$ cat config.mk
export PLATFORM = sky130hd
export DESIGN_NAME = weekly_relay_schedule_matcher
export DESIGN_NICKNAME = d
export VERILOG_FILES = /design/src/sv/wrsm_pkg.sv /design/src/sv/weekly_relay_schedule_matcher.sv /design/src/sv/wrsm_store.sv /design/src/sv/wrsm_seq.sv
export SDC_FILE = /design/constraint.sdc
export NUM_CORES = 1
export LEC_CHECK = 0
export BUFFER_PORTS_ARGS = -buffer_cell sky130_fd_sc_hd__buf_4
export CAP_MARGIN = 20
export CORE_ASPECT_RATIO = 0.8
export CORE_MARGIN = 2
export CORE_UTILIZATION = 54
export DETAILED_ROUTE_END_ITERATION = 12
export PLACE_DENSITY = 0.8
export SLEW_MARGIN = 20
export SYNTH_ARGS = -nofsm -noshare
export SYNTH_HDL_FRONTEND = slang
export SYNTH_SLANG_ARGS = --single-unit
$ cat constraint.sdc
create_clock -name clock -period 12 [get_ports clock]
set_input_delay 2.4 -clock clock [delete_from_list [all_inputs] [get_ports clock]]
set_output_delay 2.4 -clock clock [all_outputs]
set_load 0.1 [all_outputs]
$ cat src/sv/wrsm_pkg.sv
// shared types and constants of the weekly relay schedule matcher
`default_nettype none
package wrsm_pkg;

   localparam int MAX_ENTRIES = 16;
   localparam int RELAY_COUNT = 4;
   localparam int IDX_W       = $clog2(MAX_ENTRIES);
   localparam int CNT_W       = $clog2(MAX_ENTRIES + 1);

   typedef enum logic {
      CMD_ADD  = 1'b0,
      CMD_TICK = 1'b1
   } cmd_type;

   typedef enum logic [1:0] {
      KIND_ADDED = 2'd0,
      KIND_FULL  = 2'd1,
      KIND_FIRED = 2'd2
   } kind_type;

   typedef enum logic [1:0] {
      ST_IDLE,
      ST_ADD,
      ST_SCAN,
      ST_FLUSH
   } state_type;

   typedef struct packed {
      logic [1:0] relay;
      logic       action_on;
      logic [4:0] hour;
      logic [5:0] minute;
      logic [6:0] day_mask;
   } entry_type;

   typedef struct packed {
      cmd_type    command;
      entry_type  entry;
      logic [4:0] now_hour;
      logic [5:0] now_minute;
      logic [2:0] now_weekday;
   } req_type;

   typedef struct packed {
      logic                  en;
      logic [IDX_W-1:0]      addr;
      entry_type             data;
   } wr_type;

   typedef struct packed {
      kind_type   kind;
      logic [3:0] entry_index;
      logic [1:0] relay_number;
      logic       relay_level;
      logic [3:0] relay_bits;
      logic       last;
   } result_type;

   typedef struct packed {
      logic       valid;
      result_type res;
   } emit_type;

endpackage
`default_nettype wire

$ cat src/sv/weekly_relay_schedule_matcher.sv
// top level of the weekly relay schedule matcher: ports, result register, checks
//
// channel  direction  tuser            tdata / tlast
// req      in         command          schedule entry and tick time fields
// rsp      out        kind             slot, relay, level, relay levels; tlast = last
//
// an add passes through the ADD state and writes its result into the output register;
// a tick scans every stored slot with the single compare unit, which visits one table
// slot per cycle unless a stalled rsp side holds the scan at a fire.
// req_tready is high only while the sequencer is idle; one item is in work at a time.
// a result waits in the output register; a stalled rsp side holds the scan in place at a fire.
// reset is synchronous: empty table, no fired marks, all relays off.
`default_nettype none
module weekly_relay_schedule_matcher (
   input  wire logic        clock,
   input  wire logic        reset,
   input  wire logic        req_tvalid,
   output      logic        req_tready,
   // [1:0] new_relay, [2] new_action_on, [7:3] new_hour, [13:8] new_minute,
   // [20:14] new_day_mask, [25:21] now_hour, [31:26] now_minute,
   // [34:32] now_weekday, [39:35] zero
   input  wire logic [39:0] req_tdata,
   // [0] command
   input  wire logic        req_tuser,
   output      logic        rsp_tvalid,
   input  wire logic        rsp_tready,
   // [3:0] entry_index, [5:4] relay_number, [6] relay_level, [10:7] relay_bits,
   // [15:11] zero
   output      logic [15:0] rsp_tdata,
   // [1:0] kind
   output      logic [1:0]  rsp_tuser,
   output      logic        rsp_tlast
);

   wrsm_pkg::req_type                  req;
   wrsm_pkg::wr_type                   wr;
   logic [wrsm_pkg::IDX_W-1:0]         rd_addr;
   wrsm_pkg::entry_type                rd_data;
   wrsm_pkg::emit_type                 emit;
   logic                               out_free;
   logic                               rsp_valid_ff;
   wrsm_pkg::result_type               rsp_res_ff;

   always_comb begin
      req.command        = wrsm_pkg::cmd_type'(req_tuser);
      req.entry.relay    = req_tdata[1:0];
      req.entry.action_on = req_tdata[2];
      req.entry.hour     = req_tdata[7:3];
      req.entry.minute   = req_tdata[13:8];
      req.entry.day_mask = req_tdata[20:14];
      req.now_hour       = req_tdata[25:21];
      req.now_minute     = req_tdata[31:26];
      req.now_weekday    = req_tdata[34:32];
   end

   assign out_free = !rsp_valid_ff || rsp_tready;

   wrsm_store u_store (
      .clock   (clock),
      .wr      (wr),
      .rd_addr (rd_addr),
      .rd_data (rd_data)
   );

   wrsm_seq u_seq (
      .clock     (clock),
      .reset     (reset),
      .req_valid (req_tvalid),
      .req_ready (req_tready),
      .req       (req),
      .out_free  (out_free),
      .wr        (wr),
      .rd_addr   (rd_addr),
      .rd_data   (rd_data),
      .emit      (emit)
   );

   always_ff @(posedge clock) begin
      if (reset) begin
         rsp_valid_ff <= 1'b0;
      end else if (emit.valid) begin
         rsp_valid_ff <= 1'b1;
      end else if (rsp_tready) begin
         rsp_valid_ff <= 1'b0;
      end
   end

   always_ff @(posedge clock) begin
      if (emit.valid) begin
         rsp_res_ff <= emit.res;
      end
   end

   assign rsp_tvalid = rsp_valid_ff;
   assign rsp_tdata  = {5'd0, rsp_res_ff.relay_bits, rsp_res_ff.relay_level,
                        rsp_res_ff.relay_number, rsp_res_ff.entry_index};
   assign rsp_tuser  = rsp_res_ff.kind;
   assign rsp_tlast  = rsp_res_ff.last;

`ifndef SYNTHESIS
   // one item at a time: the cycle after a transfer the block is busy
   a_busy_after_req: assert property (@(posedge clock) disable iff (reset)
      (req_tvalid && req_tready) |=> !req_tready)
      else $error("req accepted while previous item still in work");

   // the sequencer never overwrites a result that has not been taken
   a_no_overwrite: assert property (@(posedge clock) disable iff (reset)
      emit.valid |-> (!rsp_valid_ff || rsp_tready))
      else $error("result register overwritten");

   // add outcomes are always single, final results
   a_add_last: assert property (@(posedge clock) disable iff (reset)
      (rsp_tvalid && (rsp_tuser == wrsm_pkg::KIND_ADDED || rsp_tuser == wrsm_pkg::KIND_FULL))
      |-> rsp_tlast)
      else $error("add result without tlast");
`endif

endmodule
`default_nettype wire

$ cat src/sv/wrsm_store.sv
// schedule entry table: one write port, one registered read port at the scan address
`default_nettype none
module wrsm_store (
   input  wire logic                           clock,
   input  wire wrsm_pkg::wr_type               wr,
   input  wire logic [wrsm_pkg::IDX_W-1:0]     rd_addr,
   output      wrsm_pkg::entry_type            rd_data
);

   wrsm_pkg::entry_type table_ff [wrsm_pkg::MAX_ENTRIES];
   wrsm_pkg::entry_type rd_data_ff;

   always_ff @(posedge clock) begin
      if (wr.en) begin
         table_ff[wr.addr] <= wr.data;
      end
      rd_data_ff <= table_ff[rd_addr];
   end

   assign rd_data = rd_data_ff;

endmodule
`default_nettype wire

$ cat src/sv/wrsm_seq.sv
// sequencer: add handling, one-entry-per-cycle match scan unless the rsp side stalls, relay levels and fired marks
`default_nettype none
module wrsm_seq (
   input  wire logic                           clock,
   input  wire logic                           reset,
   input  wire logic                           req_valid,
   output      logic                           req_ready,
   input  wire wrsm_pkg::req_type              req,
   input  wire logic                           out_free,
   output      wrsm_pkg::wr_type               wr,
   output      logic [wrsm_pkg::IDX_W-1:0]     rd_addr,
   input  wire wrsm_pkg::entry_type            rd_data,
   output      wrsm_pkg::emit_type             emit
);

   wrsm_pkg::state_type                    state_ff, state_in;
   wrsm_pkg::req_type                      req_ff, req_in;
   logic [wrsm_pkg::CNT_W-1:0]             count_ff, count_in;
   logic [wrsm_pkg::CNT_W-1:0]             scan_ff, scan_in;
   logic [wrsm_pkg::MAX_ENTRIES-1:0]       marks_ff, marks_in;
   logic [wrsm_pkg::RELAY_COUNT-1:0]       levels_ff, levels_in;
   wrsm_pkg::result_type                   pend_ff, pend_in;
   logic                                   pend_valid_ff, pend_valid_in;

   logic [7:0]                             mask_ext;
   logic                                   day_ok;
   logic                                   match;
   logic [wrsm_pkg::RELAY_COUNT-1:0]       fire_levels;
   logic [wrsm_pkg::IDX_W-1:0]             idx;

   assign idx     = scan_ff[wrsm_pkg::IDX_W-1:0];
   // read one slot ahead so the registered table data lines up with scan_ff
   assign rd_addr = scan_in[wrsm_pkg::IDX_W-1:0];

   // shared compare unit, applied to one table entry per cycle while the scan is not held
   always_comb begin
      mask_ext = {1'b0, rd_data.day_mask};
      day_ok   = (req_ff.now_weekday != 3'd7) && mask_ext[req_ff.now_weekday];
      match    = day_ok && (rd_data.hour == req_ff.now_hour)
                        && (rd_data.minute == req_ff.now_minute);
      // only the addressed relay takes the entry's action; the other levels stay as they are
      for (int i = 0; i < wrsm_pkg::RELAY_COUNT; i++) begin
         fire_levels[i] = (int'(rd_data.relay) == i) ? rd_data.action_on : levels_ff[i];
      end
   end

   always_comb begin
      state_in      = state_ff;
      req_in        = req_ff;
      count_in      = count_ff;
      scan_in       = scan_ff;
      marks_in      = marks_ff;
      levels_in     = levels_ff;
      pend_in       = pend_ff;
      pend_valid_in = pend_valid_ff;
      wr            = '0;
      emit          = '0;
      req_ready     = 1'b0;

      case (state_ff)
         wrsm_pkg::ST_IDLE: begin
            req_ready = 1'b1;
            if (req_valid) begin
               req_in  = req;
               scan_in = '0;
               state_in = (req.command == wrsm_pkg::CMD_ADD) ? wrsm_pkg::ST_ADD
                                                             : wrsm_pkg::ST_SCAN;
            end
         end
         wrsm_pkg::ST_ADD: begin
            if (out_free) begin
               emit.valid            = 1'b1;
               emit.res.relay_number = 2'd0;
               emit.res.relay_level  = 1'b0;
               emit.res.relay_bits   = 4'(levels_ff);
               emit.res.last         = 1'b1;
               if (count_ff < wrsm_pkg::CNT_W'(wrsm_pkg::MAX_ENTRIES)) begin
                  wr.en                 = 1'b1;
                  wr.addr               = count_ff[wrsm_pkg::IDX_W-1:0];
                  wr.data               = req_ff.entry;
                  marks_in[count_ff[wrsm_pkg::IDX_W-1:0]] = 1'b0;
                  count_in              = count_ff + 1'b1;
                  emit.res.kind         = wrsm_pkg::KIND_ADDED;
                  emit.res.entry_index  = 4'(count_ff);
               end else begin
                  emit.res.kind         = wrsm_pkg::KIND_FULL;
                  emit.res.entry_index  = 4'd0;
               end
               state_in = wrsm_pkg::ST_IDLE;
            end
         end
         wrsm_pkg::ST_SCAN: begin
            if (scan_ff == count_ff) begin
               state_in = wrsm_pkg::ST_FLUSH;
            end else if (!match) begin
               marks_in[idx] = 1'b0;
               scan_in       = scan_ff + 1'b1;
            end else if (marks_ff[idx]) begin
               scan_in = scan_ff + 1'b1;
            end else if (!pend_valid_ff || out_free) begin
               // a later fire proves the held one is not the last
               if (pend_valid_ff) begin
                  emit.valid    = 1'b1;
                  emit.res      = pend_ff;
                  emit.res.last = 1'b0;
               end
               pend_in.kind         = wrsm_pkg::KIND_FIRED;
               pend_in.entry_index  = 4'(scan_ff);
               pend_in.relay_number = rd_data.relay;
               pend_in.relay_level  = rd_data.action_on;
               pend_in.relay_bits   = 4'(fire_levels);
               pend_in.last         = 1'b0;
               pend_valid_in        = 1'b1;
               levels_in            = fire_levels;
               marks_in[idx]        = 1'b1;
               scan_in              = scan_ff + 1'b1;
            end
         end
         wrsm_pkg::ST_FLUSH: begin
            if (!pend_valid_ff) begin
               state_in = wrsm_pkg::ST_IDLE;
            end else if (out_free) begin
               emit.valid    = 1'b1;
               emit.res      = pend_ff;
               emit.res.last = 1'b1;
               pend_valid_in = 1'b0;
               state_in      = wrsm_pkg::ST_IDLE;
            end
         end
         default: begin
            state_in = wrsm_pkg::ST_IDLE;
         end
      endcase
   end

   always_ff @(posedge clock) begin
      if (reset) begin
         state_ff      <= wrsm_pkg::ST_IDLE;
         count_ff      <= '0;
         scan_ff       <= '0;
         marks_ff      <= '0;
         levels_ff     <= '0;
         pend_valid_ff <= 1'b0;
      end else begin
         state_ff      <= state_in;
         count_ff      <= count_in;
         scan_ff       <= scan_in;
         marks_ff      <= marks_in;
         levels_ff     <= levels_in;
         pend_valid_ff <= pend_valid_in;
      end
   end

   always_ff @(posedge clock) begin
      req_ff  <= req_in;
      pend_ff <= pend_in;
   end

endmodule
`default_nettype wire
### Word-level counts from Yosys, hierarchy flattened

Memories as Yosys holds them, arrays and structs flattened. A register that Yosys moved wholly into a read port is not among the register bits.
Index checks and enable logic that the tools add are counted.

| word-level totals | value |
|---|---|
| ROM bits | 0 |
| output and inout bits | 21 |
| latch bits | 0 |
| word-level logic and storage cells | 141 |
| memories | 1 |
| bits in writable memories | 336 |
| bits in registers | 94 |
| input bits | 45 |

| cells by class | value |
|---|---|
| $add $sub $neg | 2 |
| divide/modulo/power cells | 0 |
| equality and inequality tests | 21 |
| reductions and logical operators | 22 |
| $lt $le $gt $ge | 6 |
| multiply operators | 0 |
| muxes and demuxes | 56 |
| bitwise operators | 7 |
| shift-type cells | 0 |

Memories:

| name | depth | bits a word | read ports | clocked after memory_dff | write ports | RTL line | text |
|---|---|---|---|---|---|---|---|
| u_store.table_ff | 16 | 21 | 1 | 1 | 1 | wrsm_store.sv:10 | `wrsm_pkg::entry_type table_ff [wrsm_pkg::MAX_ENTRIES];` |

Operator list:

| operator | count |
|---|---|
| 2-to-1 mux 15 bit | 8 |
| 2-to-1 mux 16 bit | 6 |
| 2-to-1 mux 26 bit | 3 |
| case mux 15 bit (3 select lines) | 1 |
| AND 16 bit | 2 |
| inverter 16 bit | 2 |
| case mux 16 bit (2 select lines) | 1 |
| 2-to-1 mux 5 bit | 6 |
| 2-to-1 mux 1 bit | 19 |
| OR 16 bit | 1 |
| adder 5 x 1 -> 5 bit, second input constant | 2 |
| == test 5 bit | 2 |
| less-than comparator 4 x 5 -> 1 bit, second input constant | 2 |
| 2-to-1 mux 2 bit | 5 |
| inequality test 2 x 1 -> 1 bit, second input constant | 5 |
| case mux 5 bit (2 select lines) | 1 |
| AND reduction 5 bit | 2 |
| inequality test 3 bit, second input constant | 3 |
| demux 1 bit (select 4 bit) | 2 |
| == test 2 bit, second input constant | 4 |
| greater-or-equal comparator 4 x 1 -> 1 bit, second input constant | 2 |
| case mux 2 bit (4 select lines) | 1 |
| nonzero test 2 bit | 4 |
| == test 6 bit | 1 |
| 17 further kinds | 29 |

### Depth between registers and ports, before layout

| depth | value |
|---|---|
| word-level depth | 10 |
| gate-level depth with buffers | 14 |
| gate-level depth less buffers | 9 |

### Cells and area by module

Synthesis repeated with hierarchy kept, for this count alone.

| unflattened totals | value |
|---|---|
| cells, all modules | 994 |
| area total of the unflattened synthesis | 17998.5 um^2 |

By module, submodules not included:

| module | cells an instance | sequential area each (um^2) | instances | area each (um^2) |
|---|---|---|---|---|
| wrsm_store | 557 | 10510.1 | 1 | 13277.7 |
| wrsm_seq | 413 | 2042.0 | 1 | 4212.8 |
| weekly_relay_schedule_matcher | 24 | 440.4 | 1 | 508.0 |

### Least setup slack after synthesis

No wires, ideal clock.

| path | value |
|---|---|
| kind | in2reg |
| start point | in rsp_tready |
| end point | mem u_store.table_ff[1][0] in the netlist's numbering (enable) |
| setup time | 425 ps |
| buffers on the path | 1 |
| cell stages on the path | 6 |
| data required time | 11575 ps |
| arrival time | 5066 ps |
| setup slack | 6509 ps |
| path through | nand2b_1 nand2_1 nor3_1 clkbuf_1 nand3_1 nor3_1 |

| on the way | value |
|---|---|
| cells in the longest elaborated chain, start to end | 5 |

Ends and longest elaborated chain:

| what | RTL line | text |
|---|---|---|
| start, declared | weekly_relay_schedule_matcher.sv:26 | `input wire logic rsp_tready,` |
| logical OR 1 bit * | weekly_relay_schedule_matcher.sv:56 | `assign out_free = !rsp_valid_ff \|\| rsp_tready;` |
| 2-to-1 mux 26 bit * | wrsm_seq.sv:71 | `if (out_free) begin` |
| 2-to-1 mux 26 bit * | wrsm_seq.sv:60 | `case (state_ff)` |
| 2-to-1 mux 1 bit | wrsm_store.sv:14 | `if (wr.en) begin` |
| 2-to-1 mux 1 bit (implied by the code) | wrsm_store.sv:15 | `table_ff[wr.addr] <= wr.data;` |
| end, declared | wrsm_store.sv:10 |  |

Every way passes the cells marked *; elsewhere a longest branch is shown, timed or not.

### Final worst setup path

| path | value |
|---|---|
| start point | in rsp_tready |
| end point | reg u_store.rd_data[4] (netlist name) |

| on the way | value |
|---|---|
| cells in the longest elaborated chain, start to end | 7 |

Ends and longest elaborated chain:

| what | RTL line | text |
|---|---|---|
| logical OR 1 bit | weekly_relay_schedule_matcher.sv:56 |  |
| logical OR 1 bit | wrsm_seq.sv:100 | `end else if (!pend_valid_ff \|\| out_free) begin` |
| 2-to-1 mux 5 bit | wrsm_seq.sv:100 |  |
| 2-to-1 mux 5 bit | wrsm_seq.sv:98 | `end else if (marks_ff[idx]) begin` |
| 2-to-1 mux 5 bit | wrsm_seq.sv:95 | `end else if (!match) begin` |
| 2-to-1 mux 5 bit | wrsm_seq.sv:93 | `if (scan_ff == count_ff) begin` |
| case mux 5 bit (2 select lines) | wrsm_seq.sv:60 |  |

Every way passes these cells. The select of a mux whose other input is x is not followed.
A chain may end at the register's enable or synchronous reset.

==> impl_metrics.py <==
metrics = {
    "global_routing": {
        "grt_max_degree": 169,
        "grt_pass1_vias": 10191,
        "grt_first_pass_wirelength_um": 60440,
        "antenna_found_initial": 1,
        "gr-total-overflow": 0,
        "grt.total_usage_pct": 23.63,
    },
    "synth": {
        "syn_inst": 1173,
        "netlist_area_um2": 17740,
        "yosysSeqAreaShare_pct": 73.24,
        "synth_top_area_share_pct": 67.03,
        "synth_edf_count": 396,
        "yosysWarnings": 0,
        "yosysTopAreaCell": "edfxtp_1",
        "async_reset_ff_share_pct": 0,
        "ys_types": 57,
        "yosys_most_used_dff": "edfxtp_1",
        "syn_avg_cell_area_um2": 15.12,
        "synth_top_cells_by_area": "edfxtp_1, dfxtp_1, mux2i_1, a32oi_1, nand2_1",
        "yosys_register_bits": 451,
    },
    "critical_path": {
        "rr_endpoint": "u_store.rd_data[4]",
        "critPathMaxStageDelay_ns": 0.92,
        "worstPathCellList": "buf_4, nand2b_1, nor2_1, a31o_4, nor4b_2, a211oi_4, and3_1, buf_4, a32oi_1, and4_1",
        "endpoint_kind": "flip-flop",
        "cp_slowest_cell": "and3_1",
        "crit_required_ns": 12.43,
        "crit_top_cell": "buf_4",
        "cp-start-kind": "input port",
        "crit_buf_inv": 2,
        "critPathKind": "input port to flip-flop",
        "worstRegToRegCells": 10,
        "cp_max_fo": 15,
        "rrSetupSlack_ns": 7.54,
        "cp_top_family": "simple AND/OR/NAND/NOR gates",
        "arrival_ns": 5.51,
        "rr_startpoint": "u_seq.scan_ff[0]",
    },
    "drt": {
        "dr.pass1.iters": 5,
        "wl_per_cell_um": 23.58,
        "num_vias": 10390,
        "drt_wl_total_um": 40050,
        "ant_nets": 0,
        "drt_first_iter_violations": 1467,
        "via_per_inst": 6.119,
        "drcViolationCount": 0,
    },
    "die": {
        "start_util_pct": 54.74,
        "die_area_um2": 34330,
        "die_w_um": 206.6,
        "core_um2": 32410,
        "die_h_um": 166.1,
        "fp-row-count": 59,
        "io-pin-count": 66,
    },
    "cts": {
        "ctsHoldBuffers": 0,
        "h-tree-depth": 2,
        "clkLatencyLatePin_ns": 0.55,
        "cts_sinks": 451,
        "cts_made_buffers": 43,
        "clockBufferDepth": 3,
        "root_buffer": "clkbuf_16",
        "clk_pin_slew_worst_paths_ns": 0.07,
        "cts_tree": "done",
        "cts_resized": 0,
        "cts_setup_buffers": 0,
    },
    "timing": {
        "skew_ns": 0.008500,
        "slew_headroom_pct": 27.21,
        "fmax_mhz": 196.9,
        "setup_viol": 0,
        "hold_violations": 0,
        "fin_tns_setup_ns": 0,
        "min_period_ns": 5.078,
        "worst_pin_slew_ns": 1.086,
        "rsz0062_at_grt": "false",
        "maxSlewViolCount": 0,
        "fin_crit_sh_pct": 42.31,
    },
    "finish": {
        "nNetsFinal": 1289,
        "post_route_cells_drive_above_1_share_pct": 16.44,
        "area_growth_pct": 13.80,
        "diodes": 0,
    },
    "run": {
        "maxCapViolations": 0,
    },
    "placement": {
        "gp_congestion": 0.7898,
        "place_hpwl_um": 20840,
        "port_buffers": 55,
    },
    "hold_path": {
        "hold_path.class": "flip-flop to flip-flop",
        "min_path_cells": 2,
    },
    "outcome": {
        "status": "finished, final reports clean",
    },
    "power_and_ir_drop": {
        "design_power_total_w": 0.003397,
        "leakagePower_nw": 6.633,
        "power.density_nw_per_um2": 168.3,
        "irDropWorstVdd_v": 0.0001277,
    },
}
-- worst max path at each step --
stage | from | to | slack (ns) | depth (start not counted)
CTS | rsp_tready | u_store.rd_data[4] | 6.99 | 10
global placement | rsp_tready | u_store.rd_data[6] | 6.55 | 10
finish | rsp_tready | u_store.rd_data[4] | 6.92 | 10
detailed placement | rsp_tready | u_store.rd_data[4] | 6.43 | 10
global route | rsp_tready | u_store.rd_data[4] | 6.81 | 10
floorplan | rsp_tready | u_store.table_ff[1][0] | 6.51 | 6
-- Yosys cell counts, drive strengths merged (7+ instances only) --
cell,instances
a21oi,24
a22o,10
a22oi,8
a32oi,91
and2,33
and4,21
buf,49
clkbuf,21
dfxtp,55
edfxtp,396
ha,8
inv,8
mux2i,90
nand2,200
nand3,8
nor2,49
nor2b,7
nor3,11
o21ai,20
xnor2,17
-- flip-flops by register name, indices dropped and copies added, names as in the netlist, 2 cells and up, named ones only --
signal	cells
u_seq.scan_ff	5
u_seq.state_ff	2
rsp_tdata	11
u_store.table_ff	336
u_seq.levels_ff	4
u_seq.count_ff	5
rsp_tuser	2
u_seq.pend_ff	11
u_store.rd_data	21
u_seq.req_ff	35
-- routing by layer --
layer | up-vias | global-route usage [%] | wire (µm)
li1 | 4607 | - | -
met1 | 5183 | 32.78 | 15970
met2 | 502 | 37.31 | 19330
met3 | 98 | 4.592 | 3452
met4 | 0 | 8.913 | 1293
met5 | - | 0 | 0
-- cell usage in the layout (no fill, tap or decap), types with 3 or more instances in the layout --
master and count:
and3_1 3, clkinv_1 3, nor2b_1 7, nor3_4 3, inv_1 8, buf_4 83, clkbuf_16 45, clkinv_2 8
nand2b_1 4, nor2_1 33, clkbuf_1 6, ha_1 8, edfxtp_1 396, nor2_2 14, xnor2_1 17, or2_2 3
a21oi_1 23, bufinv_16 6, conb_1 5, clkbuf_8 8, a22o_1 10, a32oi_1 91, mux2_2 6, and2_1 32
and4_1 21, dfxtp_1 55, a22oi_1 8, nand2_1 200, nor3_2 7, o21ai_0 19, mux4_2 5, mux2i_1 90
nand3_1 8
-- tightest hold or removal path, delay by kind of cell, from the launching register on --
kind            cells  cell delay (ns)
compound gates      2             0.12
flops               1             0.31
-- logic make-up after synthesis --
| kind of cell | count (synthesis) | synth area share (%) |
|---|---|---|
| compound gates | 168 | 7.533 |
| xor+xnor | 19 | 0.9381 |
| fa+ha+maj | 8 | 0.5643 |
| buf+inv | 78 | 2.363 |
| flops | 451 | 73.24 |
| mux | 101 | 6.094 |
| other cells | 1 | 0.02114 |
| simple gates | 347 | 9.247 |
-- power by group --
part / internal (W) / switching [W]
clock network: 0.000868 / 0.000572
registers: 0.00176 / 0.0000196
logic: 0.0000487 / 0.000133
-- stage by stage --
stage               setup WS [ns]  instances  utilization (%)  hold WS, ns  area [µm²]
floorplan                   6.509       1177                -       0.4029       17750
global placement            6.554       1618            57.54       0.4557       18650
detailed placement          6.432       1618            57.54       0.4646       18650
CTS                         6.986       1698            62.27       0.4736       20180
global route                6.810       1698            62.29       0.4931       20190
finish                      6.922       1698            62.29       0.4711       20190
-- cell type report --
class | instances | area [µm²]
inverter | 8 | 30.03
clock buffer | 59 | 1259
fill | 2193 | 12220
clock inverter | 21 | 275.3
tap | 427 | 534.3
multi-input combinational | 648 | 4453
sequential | 451 | 12990
timing repair buffer | 84 | 643.1
(Power assumes the default switching activity.)
